[src/hdl/midi_chord_expander_top_defines.svh]
// Assertion helpers shared by the chord expander RTL.
`ifndef MIDI_CHORD_EXPANDER_TOP_DEFINES_SVH
`define MIDI_CHORD_EXPANDER_TOP_DEFINES_SVH

// Same-cycle implication, checked at every rising clock edge outside reset.
`define CME_ASSERT_IMP(label, ante, cons, msg) \
  label: assert property (@(posedge clk) disable iff (rst) (ante) |-> (cons)) else $error(msg);

// Next-cycle implication.
`define CME_ASSERT_NEXT(label, ante, cons, msg) \
  label: assert property (@(posedge clk) disable iff (rst) (ante) |=> (cons)) else $error(msg);

`endif

[src/hdl/cme_pkg.sv]
package cme_pkg;

  localparam int CHORD_TONES  = 13;
  localparam int NOTE_COUNT   = 128;
  localparam int RESULT_LIMIT = 64;

  // op field codes
  localparam logic [1:0] OP_MIDI    = 2'd0;
  localparam logic [1:0] OP_UPDATE  = 2'd1;
  localparam logic [1:0] OP_RELEASE = 2'd2;

  // status high nibbles
  localparam logic [3:0] MSG_NOTE_OFF = 4'h8;
  localparam logic [3:0] MSG_NOTE_ON  = 4'h9;
  localparam logic [3:0] MSG_POLY_AT  = 4'hA;

  // register indexes
  localparam logic REG_CHORD_FLAGS = 1'b0;
  localparam logic REG_INVERSION   = 1'b1;

  // Position p of the full interval list 0,3,6,3,7,4,7,5,7,9,10,11,14 is present?
  function automatic logic tone_en(input logic [3:0] p, input logic [7:0] flags);
    logic en;
    case (p)
      4'd0:          en = 1'b1;
      4'd1, 4'd2:    en = flags[0];
      4'd3, 4'd4:    en = flags[1];
      4'd5, 4'd6:    en = flags[2];
      4'd7, 4'd8:    en = flags[3];
      4'd9:          en = flags[4];
      4'd10:         en = flags[5];
      4'd11:         en = flags[6];
      4'd12:         en = flags[7];
      default:       en = 1'b0;
    endcase
    return en;
  endfunction

  function automatic logic [3:0] tone_iv(input logic [3:0] p);
    logic [3:0] iv;
    case (p)
      4'd1, 4'd3:        iv = 4'd3;
      4'd2:              iv = 4'd6;
      4'd4, 4'd6, 4'd8:  iv = 4'd7;
      4'd5:              iv = 4'd4;
      4'd7:              iv = 4'd5;
      4'd9:              iv = 4'd9;
      4'd10:             iv = 4'd10;
      4'd11:             iv = 4'd11;
      4'd12:             iv = 4'd14;
      default:           iv = 4'd0;
    endcase
    return iv;
  endfunction

  function automatic logic [3:0] chord_len(input logic [7:0] flags);
    logic [3:0] n;
    n = 4'd1 + {2'b0, flags[0], 1'b0} + {2'b0, flags[1], 1'b0}
        + {2'b0, flags[2], 1'b0} + {2'b0, flags[3], 1'b0}
        + {3'b0, flags[4]} + {3'b0, flags[5]} + {3'b0, flags[6]} + {3'b0, flags[7]};
    return n;
  endfunction

endpackage

[src/hdl/cme_ram.sv]
module cme_ram #(
  parameter int WIDTH = 8,
  parameter int DEPTH = 64
) (
  input  logic                     clk,
  input  logic                     we,
  input  logic [$clog2(DEPTH)-1:0] waddr,
  input  logic [WIDTH-1:0]         wdata,
  input  logic                     re,
  input  logic [$clog2(DEPTH)-1:0] raddr,
  output logic [WIDTH-1:0]         rdata
);

  logic [WIDTH-1:0] mem [DEPTH];

  // Registered read; output holds while re is low.
  always_ff @(posedge clk) begin
    if (we) begin
      mem[waddr] <= wdata;
    end
    if (re) begin
      rdata <= mem[raddr];
    end
  end

endmodule

[src/hdl/midi_chord_expander_top.sv]
// MIDI chord expander. Each accepted item is a MIDI message (op 0), an update
// of all held chords (op 1) or a release of all chords (op 2); op 3 is ignored.
// A note-on with nonzero velocity turns its root into a chord built from
// chord_flags and inversion_count, takes over notes owned by other roots and
// sends one note-on per chord tone; note-off and poly aftertouch on a held root
// are replayed to its chord notes; other messages pass through. Up to MAX_ROOTS
// roots are held, further new roots are ignored. Results leave on the out
// channel, the final one of each item marked by last, at most 64 per item.
// Write configuration only while the block is idle, and send an update after
// changing it. One item is worked at a time by a sequencer around a single
// note adder and two memories (chord lists, note owners), each with one write
// and one read port; in_ready is high only when the sequencer is idle. A
// note-on removes each stolen note from its old owner's list; release-all
// scans all 128 notes; an update makes two 128-note scans. The owner memory
// is split in two banks, so an update builds the new ownership beside the old
// one and swaps banks at its end.
`include "midi_chord_expander_top_defines.svh"

module midi_chord_expander_top
  import cme_pkg::*;
#(
  parameter int MAX_ROOTS = 3
) (
  input  logic       clk,
  input  logic       rst,
  // configuration
  input  logic       cfg_wr_en,
  input  logic       cfg_index,
  input  logic [7:0] cfg_data,
  // input items
  input  logic       in_valid,
  output logic       in_ready,
  input  logic [1:0] op,
  input  logic [7:0] status_byte,
  input  logic [6:0] data_one,
  input  logic [6:0] data_two,
  // results
  output logic       out_valid,
  input  logic       out_ready,
  output logic [7:0] out_status,
  output logic [6:0] out_data_one,
  output logic [6:0] out_data_two,
  output logic       last
);

  localparam int SLOT_W     = (MAX_ROOTS > 1) ? $clog2(MAX_ROOTS) : 1;
  localparam int SCNT_W     = $clog2(MAX_ROOTS + 1);
  localparam int OWN_W      = SCNT_W;
  localparam int LIST_DEPTH = MAX_ROOTS * CHORD_TONES;
  localparam int LA_W       = $clog2(LIST_DEPTH);
  localparam int OWN_DEPTH  = 2 * NOTE_COUNT;
  localparam int OA_W       = $clog2(OWN_DEPTH);

  typedef enum logic [4:0] {
    S_IDLE, S_BLD_DIV, S_BLD_TONE, S_TONE_OWN, S_RM_RD, S_RM_WR, S_NON_APP,
    S_UPD_SLOT, S_UPD_APP, S_OFF_RD, S_OFF_EM, S_AT_RD, S_AT_EM, S_PASS, S_REL,
    S_DOFF_CHK, S_DOFF_RO, S_DOFF_RN, S_DOFF_EM, S_DON_CHK, S_DON_RN, S_DON_RO,
    S_DON_EM, S_FLUSH
  } state_t;

  state_t state;

  // configuration
  logic [7:0] chord_flags;
  logic [3:0] inversion_count;

  // slot state
  logic [MAX_ROOTS-1:0] slot_valid;
  logic [6:0]           slot_root     [MAX_ROOTS];
  logic [6:0]           slot_velocity [MAX_ROOTS];
  logic [SLOT_W-1:0]    slot_age_rank [MAX_ROOTS];
  logic [3:0]           list_cnt      [MAX_ROOTS];
  logic [NOTE_COUNT-1:0] own_vld      [2];
  logic                 cur;
  logic [3:0]           last_channel;

  // item and sequencer registers
  logic [7:0]        st_r;
  logic [6:0]        d1_r;
  logic [6:0]        d2_r;
  logic              is_upd;
  logic [SLOT_W-1:0] cur_s;
  logic [SLOT_W-1:0] rm_s;
  logic [6:0]        bld_root;
  logic [3:0]        rem;
  logic [7:0]        q12;
  logic [3:0]        pos;
  logic [3:0]        idx;
  logic [6:0]        note;
  logic [3:0]        k;
  logic [3:0]        w;
  logic [7:0]        scan;
  logic [SCNT_W-1:0] rk;
  logic [SCNT_W-1:0] si;
  logic [OWN_W-1:0]  tmp;
  logic [6:0]        emit_cnt;

  // pending result, held back until it is known whether it is the last one
  logic       hold_vld;
  logic [7:0] hold_status;
  logic [6:0] hold_d1;
  logic [6:0] hold_d2;

  // memories
  logic             lw_we, lr_re;
  logic [LA_W-1:0]  lw_addr, lr_addr;
  logic [6:0]       lw_data, lr_data;
  logic             ow_we, or_re;
  logic [OA_W-1:0]  ow_addr, or_addr;
  logic [OWN_W-1:0] ow_data, or_data;

  cme_ram #(.WIDTH(7), .DEPTH(LIST_DEPTH)) u_list_ram (
    .clk(clk), .we(lw_we), .waddr(lw_addr), .wdata(lw_data),
    .re(lr_re), .raddr(lr_addr), .rdata(lr_data)
  );

  cme_ram #(.WIDTH(OWN_W), .DEPTH(OWN_DEPTH)) u_owner_ram (
    .clk(clk), .we(ow_we), .waddr(ow_addr), .wdata(ow_data),
    .re(or_re), .raddr(or_addr), .rdata(or_data)
  );

  function automatic logic [LA_W-1:0] laddr(input logic [SLOT_W-1:0] s,
                                            input logic [3:0] e);
    return LA_W'(32'(s) * CHORD_TONES + 32'(e));
  endfunction

  // ---------------------------------------------------------------------
  // Shared decode
  // ---------------------------------------------------------------------
  logic              bld_bank;
  logic [3:0]        ch_n;
  logic [8:0]        tone_sum;
  logic              pos_en;
  logic [3:0]        cnt_sel;
  logic [SLOT_W-1:0] cnt_idx;
  logic              old_v, new_v;
  logic              emit_ok, emit_req, emit_fire, can_push, flush_fire;
  logic [7:0]        em_status;
  logic [6:0]        em_d1, em_d2;
  logic [OWN_W-1:0]  cur_own;
  logic [3:0]        in_type;
  logic              f_hit, f_free;
  logic [SLOT_W-1:0] f_idx, f_free_idx;
  logic [SCNT_W-1:0] used;
  logic [SLOT_W-1:0] si_i;
  logic [SLOT_W-1:0] tmp_slot;

  assign in_ready  = (state == S_IDLE);
  assign bld_bank  = is_upd ? ~cur : cur;
  assign ch_n      = chord_len(chord_flags);
  assign pos_en    = tone_en(pos, chord_flags);
  assign tone_sum  = 9'(bld_root) + 9'(tone_iv(pos)) + 9'(q12)
                     + ((idx < rem) ? 9'd12 : 9'd0);
  assign cnt_idx   = (state == S_RM_RD || state == S_RM_WR) ? rm_s : cur_s;
  assign cnt_sel   = list_cnt[cnt_idx];
  assign old_v     = own_vld[cur][scan[6:0]];
  assign new_v     = own_vld[~cur][scan[6:0]];
  assign cur_own   = OWN_W'(cur_s) + OWN_W'(1);
  assign in_type   = status_byte[7:4];
  assign si_i      = si[SLOT_W-1:0];
  assign tmp_slot  = SLOT_W'(tmp - OWN_W'(1));

  assign can_push   = !out_valid || out_ready;
  assign emit_ok    = (emit_cnt >= 7'(RESULT_LIMIT)) || !hold_vld || can_push;
  assign emit_fire  = emit_req && emit_ok;
  assign flush_fire = (state == S_FLUSH) && hold_vld && can_push;

  // Slot lookup for the incoming note: first held slot with this root, first
  // free slot, and how many are in use.
  always_comb begin
    f_hit      = 1'b0;
    f_idx      = '0;
    f_free     = 1'b0;
    f_free_idx = '0;
    used       = '0;
    for (int s = MAX_ROOTS - 1; s >= 0; s--) begin
      if (slot_valid[s] && slot_root[s] == data_one) begin
        f_hit = 1'b1;
        f_idx = SLOT_W'(s);
      end
      if (!slot_valid[s]) begin
        f_free     = 1'b1;
        f_free_idx = SLOT_W'(s);
      end
    end
    for (int s = 0; s < MAX_ROOTS; s++) begin
      used = used + SCNT_W'(slot_valid[s]);
    end
  end

  // Memory strobes and the result offered in each state.
  always_comb begin
    emit_req  = 1'b0;
    em_status = '0;
    em_d1     = '0;
    em_d2     = '0;
    lw_we     = 1'b0;
    lw_addr   = '0;
    lw_data   = '0;
    lr_re     = 1'b0;
    lr_addr   = '0;
    ow_we     = 1'b0;
    ow_addr   = '0;
    ow_data   = '0;
    or_re     = 1'b0;
    or_addr   = '0;
    case (state)
      S_BLD_TONE: begin
        if (pos != 4'(CHORD_TONES) && pos_en && tone_sum[8:7] == 2'b00) begin
          or_re   = 1'b1;
          or_addr = {bld_bank, tone_sum[6:0]};
        end
      end
      S_RM_RD: begin
        if (k != cnt_sel) begin
          lr_re   = 1'b1;
          lr_addr = laddr(rm_s, k);
        end
      end
      S_RM_WR: begin
        if (lr_data != note) begin
          lw_we   = 1'b1;
          lw_addr = laddr(rm_s, w);
          lw_data = lr_data;
        end
      end
      S_NON_APP: begin
        emit_req  = 1'b1;
        em_status = {MSG_NOTE_ON, st_r[3:0]};
        em_d1     = note;
        em_d2     = d2_r;
        if (emit_ok) begin
          lw_we   = (cnt_sel < 4'(CHORD_TONES));
          lw_addr = laddr(cur_s, cnt_sel);
          lw_data = note;
          ow_we   = 1'b1;
          ow_addr = {cur, note};
          ow_data = cur_own;
        end
      end
      S_UPD_APP: begin
        lw_we   = (cnt_sel < 4'(CHORD_TONES));
        lw_addr = laddr(cur_s, cnt_sel);
        lw_data = note;
        ow_we   = 1'b1;
        ow_addr = {~cur, note};
        ow_data = cur_own;
      end
      S_OFF_RD, S_AT_RD: begin
        if (k != cnt_sel) begin
          lr_re   = 1'b1;
          lr_addr = laddr(cur_s, k);
        end
      end
      S_OFF_EM: begin
        emit_req  = 1'b1;
        em_status = {MSG_NOTE_OFF, st_r[3:0]};
        em_d1     = lr_data;
      end
      S_AT_EM: begin
        emit_req  = 1'b1;
        em_status = {MSG_POLY_AT, st_r[3:0]};
        em_d1     = lr_data;
        em_d2     = d2_r;
      end
      S_PASS: begin
        emit_req  = 1'b1;
        em_status = st_r;
        em_d1     = d1_r;
        em_d2     = d2_r;
      end
      S_REL: begin
        emit_req  = !scan[7] && old_v;
        em_status = {MSG_NOTE_OFF, last_channel};
        em_d1     = scan[6:0];
      end
      S_DOFF_CHK: begin
        if (!scan[7] && old_v) begin
          if (!new_v) begin
            emit_req  = 1'b1;
            em_status = {MSG_NOTE_OFF, last_channel};
            em_d1     = scan[6:0];
          end else begin
            or_re   = 1'b1;
            or_addr = {cur, scan[6:0]};
          end
        end
      end
      S_DOFF_RO: begin
        or_re   = 1'b1;
        or_addr = {~cur, scan[6:0]};
      end
      S_DOFF_EM: begin
        emit_req  = 1'b1;
        em_status = {MSG_NOTE_OFF, last_channel};
        em_d1     = scan[6:0];
      end
      S_DON_CHK: begin
        if (!scan[7] && new_v) begin
          or_re   = 1'b1;
          or_addr = {~cur, scan[6:0]};
        end
      end
      S_DON_RN: begin
        if (old_v) begin
          or_re   = 1'b1;
          or_addr = {cur, scan[6:0]};
        end
      end
      S_DON_EM: begin
        emit_req  = 1'b1;
        em_status = {MSG_NOTE_ON, last_channel};
        em_d1     = scan[6:0];
        em_d2     = slot_velocity[tmp_slot];
      end
      default: begin
      end
    endcase
  end

  // ---------------------------------------------------------------------
  // Sequencer, slot state and result registers
  // ---------------------------------------------------------------------
  always_ff @(posedge clk) begin
    if (rst) begin
      state           <= S_IDLE;
      chord_flags     <= '0;
      inversion_count <= '0;
      slot_valid      <= '0;
      own_vld[0]      <= '0;
      own_vld[1]      <= '0;
      cur             <= 1'b0;
      last_channel    <= '0;
      hold_vld        <= 1'b0;
      out_valid       <= 1'b0;
      emit_cnt        <= '0;
      for (int s = 0; s < MAX_ROOTS; s++) begin
        list_cnt[s] <= '0;
      end
    end else begin
      if (cfg_wr_en) begin
        unique case (cfg_index)
          REG_CHORD_FLAGS: chord_flags     <= cfg_data;
          REG_INVERSION:   inversion_count <= cfg_data[3:0];
          default: ;
        endcase
      end

      // output register drains on its transfer
      if (out_valid && out_ready) begin
        out_valid <= 1'b0;
      end
      // a new result pushes the held one out, not marked last
      if (emit_fire && emit_cnt < 7'(RESULT_LIMIT)) begin
        if (hold_vld) begin
          out_valid    <= 1'b1;
          out_status   <= hold_status;
          out_data_one <= hold_d1;
          out_data_two <= hold_d2;
          last         <= 1'b0;
        end
        hold_vld    <= 1'b1;
        hold_status <= em_status;
        hold_d1     <= em_d1;
        hold_d2     <= em_d2;
        emit_cnt    <= emit_cnt + 7'd1;
      end
      // end of item: the held result is the last one
      if (flush_fire) begin
        out_valid    <= 1'b1;
        out_status   <= hold_status;
        out_data_one <= hold_d1;
        out_data_two <= hold_d2;
        last         <= 1'b1;
        hold_vld     <= 1'b0;
      end

      unique case (state)
        S_IDLE: begin
          if (in_valid) begin
            emit_cnt <= '0;
            st_r     <= status_byte;
            d1_r     <= data_one;
            d2_r     <= data_two;
            k        <= '0;
            case (op)
              OP_MIDI: begin
                if (in_type == MSG_NOTE_ON && data_two != 7'd0) begin
                  if (f_hit || f_free) begin
                    if (f_hit) begin
                      cur_s                     <= f_idx;
                      slot_velocity[f_idx]      <= data_two;
                      list_cnt[f_idx]           <= '0;
                    end else begin
                      cur_s                     <= f_free_idx;
                      slot_valid[f_free_idx]    <= 1'b1;
                      slot_root[f_free_idx]     <= data_one;
                      slot_age_rank[f_free_idx] <= SLOT_W'(used);
                      slot_velocity[f_free_idx] <= data_two;
                      list_cnt[f_free_idx]      <= '0;
                    end
                    last_channel <= status_byte[3:0];
                    is_upd       <= 1'b0;
                    bld_root     <= data_one;
                    rem          <= (ch_n == 4'd1) ? 4'd0 : inversion_count;
                    q12          <= '0;
                    pos          <= '0;
                    idx          <= '0;
                    state        <= S_BLD_DIV;
                  end
                end else if (in_type == MSG_NOTE_ON || in_type == MSG_NOTE_OFF) begin
                  if (f_hit) begin
                    cur_s <= f_idx;
                    state <= S_OFF_RD;
                  end
                end else if (in_type == MSG_POLY_AT) begin
                  if (f_hit) begin
                    cur_s                <= f_idx;
                    slot_velocity[f_idx] <= data_two;
                    state                <= S_AT_RD;
                  end
                end else begin
                  state <= S_PASS;
                end
              end
              OP_UPDATE: begin
                for (int s = 0; s < MAX_ROOTS; s++) begin
                  list_cnt[s] <= '0;
                end
                own_vld[~cur] <= '0;
                rk            <= '0;
                si            <= '0;
                is_upd        <= 1'b1;
                state         <= S_UPD_SLOT;
              end
              OP_RELEASE: begin
                scan  <= '0;
                state <= S_REL;
              end
              default: ;
            endcase
          end
        end

        // remainder and quotient*12 of the inversion by the chord length
        S_BLD_DIV: begin
          if (rem >= ch_n) begin
            rem <= rem - ch_n;
            q12 <= q12 + 8'd12;
          end else begin
            state <= S_BLD_TONE;
          end
        end

        S_BLD_TONE: begin
          if (pos == 4'(CHORD_TONES)) begin
            state <= is_upd ? S_UPD_SLOT : S_FLUSH;
          end else begin
            pos <= pos + 4'd1;
            if (pos_en) begin
              idx <= idx + 4'd1;
              if (tone_sum[8:7] == 2'b00) begin
                note  <= tone_sum[6:0];
                state <= S_TONE_OWN;
              end
            end
          end
        end

        // owner data is back: strip an owned note from its owner's list
        S_TONE_OWN: begin
          k <= '0;
          w <= '0;
          rm_s <= SLOT_W'(or_data - OWN_W'(1));
          if (own_vld[bld_bank][note] && !(is_upd && or_data == cur_own)) begin
            state <= S_RM_RD;
          end else begin
            state <= is_upd ? S_UPD_APP : S_NON_APP;
          end
        end

        S_RM_RD: begin
          if (k == cnt_sel) begin
            list_cnt[rm_s] <= w;
            state          <= is_upd ? S_UPD_APP : S_NON_APP;
          end else begin
            state <= S_RM_WR;
          end
        end

        S_RM_WR: begin
          if (lr_data != note) begin
            w <= w + 4'd1;
          end
          k     <= k + 4'd1;
          state <= S_RM_RD;
        end

        S_NON_APP: begin
          if (emit_ok) begin
            if (cnt_sel < 4'(CHORD_TONES)) begin
              list_cnt[cur_s] <= cnt_sel + 4'd1;
            end
            own_vld[cur][note] <= 1'b1;
            state              <= S_BLD_TONE;
          end
        end

        S_UPD_APP: begin
          if (cnt_sel < 4'(CHORD_TONES)) begin
            list_cnt[cur_s] <= cnt_sel + 4'd1;
          end
          own_vld[~cur][note] <= 1'b1;
          state               <= S_BLD_TONE;
        end

        // rebuild held chords, oldest root first
        S_UPD_SLOT: begin
          if (rk == SCNT_W'(MAX_ROOTS)) begin
            scan  <= '0;
            state <= S_DOFF_CHK;
          end else if (si == SCNT_W'(MAX_ROOTS)) begin
            si <= '0;
            rk <= rk + SCNT_W'(1);
          end else begin
            si <= si + SCNT_W'(1);
            if (slot_valid[si_i] && SCNT_W'(slot_age_rank[si_i]) == rk) begin
              cur_s    <= si_i;
              bld_root <= slot_root[si_i];
              rem      <= (ch_n == 4'd1) ? 4'd0 : inversion_count;
              q12      <= '0;
              pos      <= '0;
              idx      <= '0;
              state    <= S_BLD_DIV;
            end
          end
        end

        S_DOFF_CHK: begin
          if (scan[7]) begin
            scan  <= '0;
            state <= S_DON_CHK;
          end else if (!old_v) begin
            scan <= scan + 8'd1;
          end else if (!new_v) begin
            if (emit_ok) begin
              scan <= scan + 8'd1;
            end
          end else begin
            state <= S_DOFF_RO;
          end
        end

        S_DOFF_RO: begin
          tmp   <= or_data;
          state <= S_DOFF_RN;
        end

        S_DOFF_RN: begin
          if (or_data != tmp) begin
            state <= S_DOFF_EM;
          end else begin
            scan  <= scan + 8'd1;
            state <= S_DOFF_CHK;
          end
        end

        S_DOFF_EM: begin
          if (emit_ok) begin
            scan  <= scan + 8'd1;
            state <= S_DOFF_CHK;
          end
        end

        S_DON_CHK: begin
          if (scan[7]) begin
            cur   <= ~cur;
            state <= S_FLUSH;
          end else if (!new_v) begin
            scan <= scan + 8'd1;
          end else begin
            state <= S_DON_RN;
          end
        end

        S_DON_RN: begin
          tmp   <= or_data;
          state <= old_v ? S_DON_RO : S_DON_EM;
        end

        S_DON_RO: begin
          if (or_data != tmp) begin
            state <= S_DON_EM;
          end else begin
            scan  <= scan + 8'd1;
            state <= S_DON_CHK;
          end
        end

        S_DON_EM: begin
          if (emit_ok) begin
            scan  <= scan + 8'd1;
            state <= S_DON_CHK;
          end
        end

        S_OFF_RD: begin
          if (k == cnt_sel) begin
            list_cnt[cur_s] <= '0;
            for (int s = 0; s < MAX_ROOTS; s++) begin
              if (slot_valid[s] && SLOT_W'(s) != cur_s
                  && slot_age_rank[s] > slot_age_rank[cur_s]) begin
                slot_age_rank[s] <= slot_age_rank[s] - SLOT_W'(1);
              end
            end
            slot_valid[cur_s] <= 1'b0;
            state             <= S_FLUSH;
          end else begin
            state <= S_OFF_EM;
          end
        end

        S_OFF_EM: begin
          if (emit_ok) begin
            own_vld[cur][lr_data] <= 1'b0;
            k                     <= k + 4'd1;
            state                 <= S_OFF_RD;
          end
        end

        S_AT_RD: begin
          state <= (k == cnt_sel) ? S_FLUSH : S_AT_EM;
        end

        S_AT_EM: begin
          if (emit_ok) begin
            k     <= k + 4'd1;
            state <= S_AT_RD;
          end
        end

        S_PASS: begin
          if (emit_ok) begin
            state <= S_FLUSH;
          end
        end

        S_REL: begin
          if (scan[7]) begin
            own_vld[cur] <= '0;
            slot_valid   <= '0;
            for (int s = 0; s < MAX_ROOTS; s++) begin
              list_cnt[s] <= '0;
            end
            state <= S_FLUSH;
          end else if (!old_v || emit_ok) begin
            scan <= scan + 8'd1;
          end
        end

        S_FLUSH: begin
          if (!hold_vld || can_push) begin
            state <= S_IDLE;
          end
        end

        default: state <= S_IDLE;
      endcase
    end
  end

  // ---------------------------------------------------------------------
  // Checks
  // ---------------------------------------------------------------------
  `CME_ASSERT_IMP(a_idle_no_hold, state == S_IDLE, !hold_vld, "result held while idle")
  `CME_ASSERT_IMP(a_emit_cap, 1'b1, emit_cnt <= 7'(RESULT_LIMIT), "result count over limit")
  `CME_ASSERT_NEXT(a_flush_done, flush_fire, out_valid && last && !hold_vld, "flush lost last")

  for (genvar g = 0; g < MAX_ROOTS; g++) begin : g_chk
    `CME_ASSERT_IMP(a_list_cnt, 1'b1, list_cnt[g] <= 4'(CHORD_TONES), "chord list overflow")
  end

endmodule

[config.mk]
export PLATFORM = sky130hd
export DESIGN_NAME = midi_chord_expander_top
export DESIGN_NICKNAME = d
export VERILOG_FILES = /design/src/hdl/cme_pkg.sv /design/src/hdl/cme_ram.sv /design/src/hdl/midi_chord_expander_top.sv
export VERILOG_INCLUDE_DIRS = /design/src /design/src/hdl
export SDC_FILE = /design/constraint.sdc
export NUM_CORES = 2
export LEC_CHECK = 0
export BUFFER_PORTS_ARGS = -buffer_cell sky130_fd_sc_hd__buf_4
export CORE_ASPECT_RATIO = 1.25
export CORE_MARGIN = 3
export CORE_UTILIZATION = 55
export CTS_CLUSTER_DIAMETER = 200
export DETAILED_ROUTE_END_ITERATION = 8
export HOLD_SLACK_MARGIN = 0.08
export PLACE_DENSITY = 0.79
export SLEW_MARGIN = 10
export SYNTH_ARGS = -nofsm -noshare
export SYNTH_HDL_FRONTEND = slang
export SYNTH_SLANG_ARGS = --single-unit
[constraint.sdc]
create_clock -name clk -period 18.9 [get_ports clk]
set_input_delay 0.945 -clock clk [delete_from_list [all_inputs] [get_ports clk]]
set_output_delay 0.945 -clock clk [all_outputs]
set_load 0.02 [all_outputs]
# ---- Yosys cells after proc, flatten, opt, wreduce, memory -nomap -nowiden
# Memory sizes are Yosys's and may differ from the RTL's. A register that Yosys moved wholly into a read port is not among the register bits.
# Cells that the tools add are included.
dict set report word_totals {
  inputBits 38
  ff_bits 162
  ramBits 1101
  word_cells 1425
  n_memories 8
  romBits 64
  out_inout_bits 25
}
# name words width rd rd_ports_with_merged_regs wr line
set mem_list {}
lappend mem_list {u_owner_ram.mem 256 2 1 1 1 cme_ram.sv:14} ;# logic [WIDTH-1:0] mem [DEPTH];
lappend mem_list {u_list_ram.mem 39 7 1 1 1 cme_ram.sv:14}
lappend mem_list {own_vld 2 128 3 1 2 midi_chord_expander_top.sv:73} ;# logic [NOTE_COUNT-1:0] own_vld [2];
lappend mem_list {{(no name shown)} 16 4 1 1 0 cme_pkg.sv:41} ;# case (p)
lappend mem_list {slot_root 3 7 4 1 1 midi_chord_expander_top.sv:69} ;# logic [6:0] slot_root [MAX_ROOTS];
lappend mem_list {slot_velocity 3 7 1 0 1 midi_chord_expander_top.sv:70} ;# logic [6:0] slot_velocity [MAX_ROOTS];
lappend mem_list {{+2 memories} -- -- -- -- -- --}
dict set report op_classes {
  n_reduce_logical 102
  mux 720
  add_sub_neg 34
  mul 2
  n_lt_le_gt_ge 18
  n_bitwise 400
  n_eq_ne 106
}
# cell count
set op_table {}
lappend op_table {{$mux W128} 7}
lappend op_table {{$mux W1} 504}
lappend op_table {{$or A1 B1 Y1} 393}
lappend op_table {{$mux W8} 32}
lappend op_table {{$reduce_or A128 Y1} 2}
lappend op_table {{$mux W4} 39}
lappend op_table {{$mux W5} 31}
lappend op_table {{$mux W7} 22}
lappend op_table {{$pmux W5 S24} 1}
lappend op_table {{$pmux W8 S7} 2}
lappend op_table {{$mux W2} 36}
lappend op_table {{$ne A2 B2 Y1 const B} 26}
lappend op_table {{$eq A5 B4 Y1 const B} 8}
lappend op_table {{$eq A5 B5 Y1 const B} 8}
lappend op_table {{$pmux W8 S5} 1}
lappend op_table {{$eq A4 B4 Y1 const B} 9}
lappend op_table {{$pmux W4 S3} 3}
lappend op_table {{$pmux W7 S5} 1}
lappend op_table {{$pmux W7 S2} 2}
lappend op_table {{$logic_and A1 B1 Y1} 26}
lappend op_table {{$add A6 B4 Y6} 4}
lappend op_table {{$lt A7 B8 Y1 const B} 3}
lappend op_table {{$mux W3} 8}
lappend op_table {{$mux W6} 4}
lappend op_table {{other kinds (96)} 210}

# ---- Longest topological paths before layout
# An unclocked memory read counts as a cell.
dict set report depth {
  depth_word 19
  depth_mapped 27
  ltp_nobuf 24
}

# ---- Hierarchy
# From an unflattened synthesis, not the netlist that was laid out.
dict set report hier_totals {
  hier_cells 5670
  hier_area_um2 68919.8
}
# module area_each_um2 seq_area_each_um2 cells_each instances
set modules_own_cells {}
lappend modules_own_cells {midi_chord_expander_top 36304.8 14523.9 3815 1}
lappend modules_own_cells {{cme_ram (u_owner_ram)} 21403.0 15434.8 1242 1}
lappend modules_own_cells {{cme_ram (u_list_ram)} 11212.0 8408.1 613 1}

# ---- Worst setup path before layout
# OpenSTA, ideal clock, no wires.
dict set report synth_path {
  path_kind {input to register}
  startpoint {input port out_ready}
  endpoint {memory u_owner_ram.mem[0][0] (netlist name), data pin}
  setup_ns 1.393
  required_time_ns 17.507
  setup_slack_ns 10.158
  arrival_time_ns 7.349
  path_buffers 1
  stages 5
  path_cell_list {nor4bb_1 -> clkbuf_1 -> nor2_1 -> o21ai_1 -> nor2_1}
}
dict set report synth_between {
  elab_chain_len 4
}
# item line
set synth_rtl {}
lappend synth_rtl {{start, declared} midi_chord_expander_top.sv:39} ;# input logic out_ready,
lappend synth_rtl {{$logic_or A1 B1 Y1} midi_chord_expander_top.sv:163} ;# assign can_push = !out_valid || out_ready;
lappend synth_rtl {{$logic_or A1 B1 Y1} midi_chord_expander_top.sv:164} ;# assign emit_ok = (emit_cnt >= 7'(RESULT_LIMIT)) || !hold_vld || can_push;
lappend synth_rtl {{$mux W2} midi_chord_expander_top.sv:232} ;# if (emit_ok) begin
lappend synth_rtl {{$pmux W2 S2} midi_chord_expander_top.sv:207} ;# case (state)
lappend synth_rtl {{named net ow_data[0]} midi_chord_expander_top.sv:110} ;# logic [OWN_W-1:0] ow_data, or_data;
lappend synth_rtl {{end, declared} cme_ram.sv:14}
# The timed path passes the listed nets, and every way through them passes these cells.

==> impl_metrics.tcl <==
set metrics [dict create \
    routed_wl_um 238000 \
    timing.hold.worst.start "status_byte[0]" \
    yosysTopAreaCellShare_pct 54.6 \
    first_pass_iters 9 \
    seq_area_um2 38400 \
    stdcell_count 7875 \
    synth_area_per_cell_um2 10.9 \
    clockBufferDepth 3 \
    cts_tree "yes" \
    setup_violations 0 \
    drt_iter0_drc 8766 \
    grt_max_degree 257 \
    die_w_um 322 \
    intPower_w 0.00565 \
    postCtsHoldBufs 0 \
    synth_largest_area_cell "edfxtp_1" \
    ant_nets 0 \
    fin_crit_ns 8.17 \
    start_util_pct 55.6 \
    clock_tree.root_cell "clkbuf_16" \
    required_ns 19.53 \
    synth_edf_count 1249 \
    ys_top_cells_by_area "edfxtp_1 (55%), nand2_1 (5.4%), mux4_2 (4.6%)" \
    p_seq_share_pct 40.5 \
    synthArstFlopShare_pct 0 \
    cts_buffers 131 \
    r2r_slack_ns 10.73 \
    regToRegEndpoint "u_owner_ram.rdata[1]" \
    drt-wirelength-per-cell_um 30.3 \
    drive_gt1_share_pct 10.5 \
    dpl.hpwl_um 153000 \
    seq_area_frac_synth_pct 55.8 \
    dieArea_um2 129000 \
    hold_slack_ns 0.342 \
    hp-class "primary input to flop" \
    hold_end "st_r[0]" \
    run_status "complete, but fails checks" \
    hold_depth 1 \
    post-route-period-util_pct 43.2 \
    rsz0062_at_grt "no" \
    rows 144 \
    worst_skew_pair.late_latency_ns 0.81 \
    critPathArrivalTime_ns 8.80 \
    num-fill-cells 9676 \
    vias 55700 \
    path_class "flop to flop" \
    drv_slew 0 \
    core-area_um2 124000 \
    ys_types 99 \
    p_leak_nw 25.2 \
    clk_pin_slew_ns 0.07 \
    cts_resized 0 \
    viasPerCell 7.07 \
    grt_antenna_before_repair 6 \
    final_nets 6284 \
    cp_max_fo 85 \
    syn-cell-area_um2 68700 \
    fin_setup_tns_ns 0 \
    fin_skew_ns 0.0354 \
    clkPwrFrac_pct 31.2 \
    tightest_slew_ns 1.38 \
    hold_viol_final 0 \
    cts_sinks 1292 \
    p_total_w 0.00865 \
    p_per_area_nw_per_um2 115 \
    syn_to_final_growth_pct 9.05 \
    drc 11 \
    critPathLaunchType "flop" \
    total_switching_power_w 0.00300 \
    grt_pass1_wl_um 344000 \
    synthCells 6320 \
    max-slew-margin-rel_pct 7.10 \
    multiInputGateArea_um2 28100 \
    grt_usage_pct 35.9 \
    die_h_um 401 \
    gp_congestion 1.08 \
    grt-ovfl-total 0 \
    grt_pass1_vias 53700 \
    maxCapViolations 0 \
    ff2ff_path_depth 17 \
    portBuffers 62 \
    yosysWarnings 0 \
    peakVddDrop_mv 0.0996 \
    ys.flop_type "edfxtp_1" \
    pwr-share-comb_pct 28.3 \
    htreeDepth 4 \
    switching_share_pct 34.7 \
    setup.worst_path.end_class "flop" \
    ioPinCount 63 \
    max_freq_ghz 0.122 \
    postCtsSetupBuffers 0 \
    ys_seq_elements 1292 \
    violations "design-rule violations" \
    placed_cells 7633 \
]
[layout by cell type (no fill, tap or decap), types with 55 or more instances in the layout]
master	n
clkbuf_16	134
a211oi_1	104
edfxtp_1	1249
a22oi_1	88
nand3_1	213
o22ai_1	55
and3_1	138
o221ai_1	68
nor3_1	57
mux4_2	139
inv_1	101
a21oi_1	230
xnor2_1	63
ha_1	71
mux2i_1	196
nand2_1	994
a31oi_1	122
a221oi_1	102
o21ai_0	229
buf_4	211
and2_1	86
nor2_1	784
[synth_stat cells, drive strengths merged (9+ instances only)]
cell / count
edfxtp: 1249
nand2: 994
nor2: 794
clkbuf: 367
o21ai: 240
a21oi: 232
nand3: 218
mux2i: 196
buf: 148
mux4: 139
and3: 138
a31oi: 123
a211oi: 106
a221oi: 103
inv: 103
a22oi: 93
and2: 87
ha: 71
o221ai: 69
nor3: 65
xnor2: 64
o22ai: 58
nor2b: 47
nor4: 44
dfxtp: 43
nand4: 42
o211ai: 38
a2111oi: 37
a311oi: 34
xor2: 32
o2111ai: 31
a22o: 29
a32oi: 26
nand2b: 26
mux2: 24
a21o: 19
or2: 19
fa: 15
a21boi: 13
or3: 13
a211o: 10
o21a: 9
o32ai: 9
[critical path, stage by stage, from the launching register on]
cell	delay [ns]
dfxtp_4	0.77
buf_4	0.86
mux4_2	0.62
mux2_2	0.30
a2111oi_0	0.49
nor4_1	0.25
o211ai_1	0.43
a21oi_2	0.24
o22ai_4	0.14
buf_4	0.60
buf_4	0.79
o21ai_1	0.54
o2111ai_1	0.21
nor4b_1	0.47
o21bai_1	0.21
nor4_1	0.63
nor4_1	0.14
a32oi_1	0.17
[power by group through the flow]
stage / logic, W / registers [W] / clock network [W]
final: 0.00244 / 0.00351 / 0.00270
after global routing: 0.00257 / 0.00352 / 0.00280
after CTS: 0.00236 / 0.00350 / 0.00270
after detailed placement: 0.00234 / 0.00356 / 0
after global placement: 0.00231 / 0.00355 / 0
after floorplan: 0.00158 / 0.00352 / 0
[worst max path at each step]
| stage | to | cells past startpoint | start | slack, ns |
|---|---|---|---|---|
| after global placement | own_vld[1][13] | 16 | rst | 10.86 |
| after CTS | u_owner_ram.rdata[0] | 17 | scan[0] | 11.12 |
| after floorplan | u_owner_ram.mem[0][0] | 5 | out_ready | 10.16 |
| after global routing | u_owner_ram.rdata[1] | 17 | scan[0] | 10.58 |
| after detailed placement | own_vld[1][44] | 16 | rst | 10.91 |
| final | u_owner_ram.rdata[1] | 17 | flop | 10.73 |
[per-layer routing]
metal / part of all wire [%] / global-route usage, % / up-vias
li1: - / - / 23500
met1: 33 / 41.5 / 27000
met2: 46 / 57.2 / 4118
met3: 12 / 10.0 / 1130
met4: 8.7 / 26.6 / 2
met5: 0.0063 / 0 / -
[cell type report]
class                      instances  area share [%]
antenna                            7          0.0234
inverter                         104           0.527
multi-input combinational       4417            37.5
clock buffer                     154            4.60
clock inverter                    81            1.30
tap                             1606            2.68
timing repair buffer             214            2.19
sequential                      1292            51.2
[cell families (layout without fill, tap and decap cells)]
kind of cell,Yosys count,count (layout),synth area share (%)
AOI/OAI and AO/OA,1343,1343,13.5
adders and majority gates,87,87,1.74
xor gates and xnor gates,96,96,1.25
DFF,1292,1292,55.8
and+or+nand+nor,2523,2523,16.1
muxes,359,359,7.80
buffers and inverters,619,553,3.75
other,1,16,0.00546
[per-stage QoR]
step | setup WS (ns) | util [%] | area [um2]
after floorplan | 10.16 | - | 68800
after global placement | 10.86 | 57.0 | 70500
after detailed placement | 10.91 | 57.0 | 70500
after CTS | 11.12 | 60.6 | 74900
after global routing | 10.58 | 60.6 | 74900
final | 10.73 | 60.6 | 75000
[registers in the layout, summed over array words and instances (netlist names), 8 cells and up, named ones only]
name / cells
u_owner_ram.mem: 512
u_list_ram.mem: 273
own_vld: 256
slot_root: 28
slot_velocity: 21
list_cnt: 16
chord_flags: 8
hold_status: 8
out_status: 8
scan: 8
slot_age_rank: 8
st_r: 8
No activity file was read; power rests on OpenSTA's default activity.
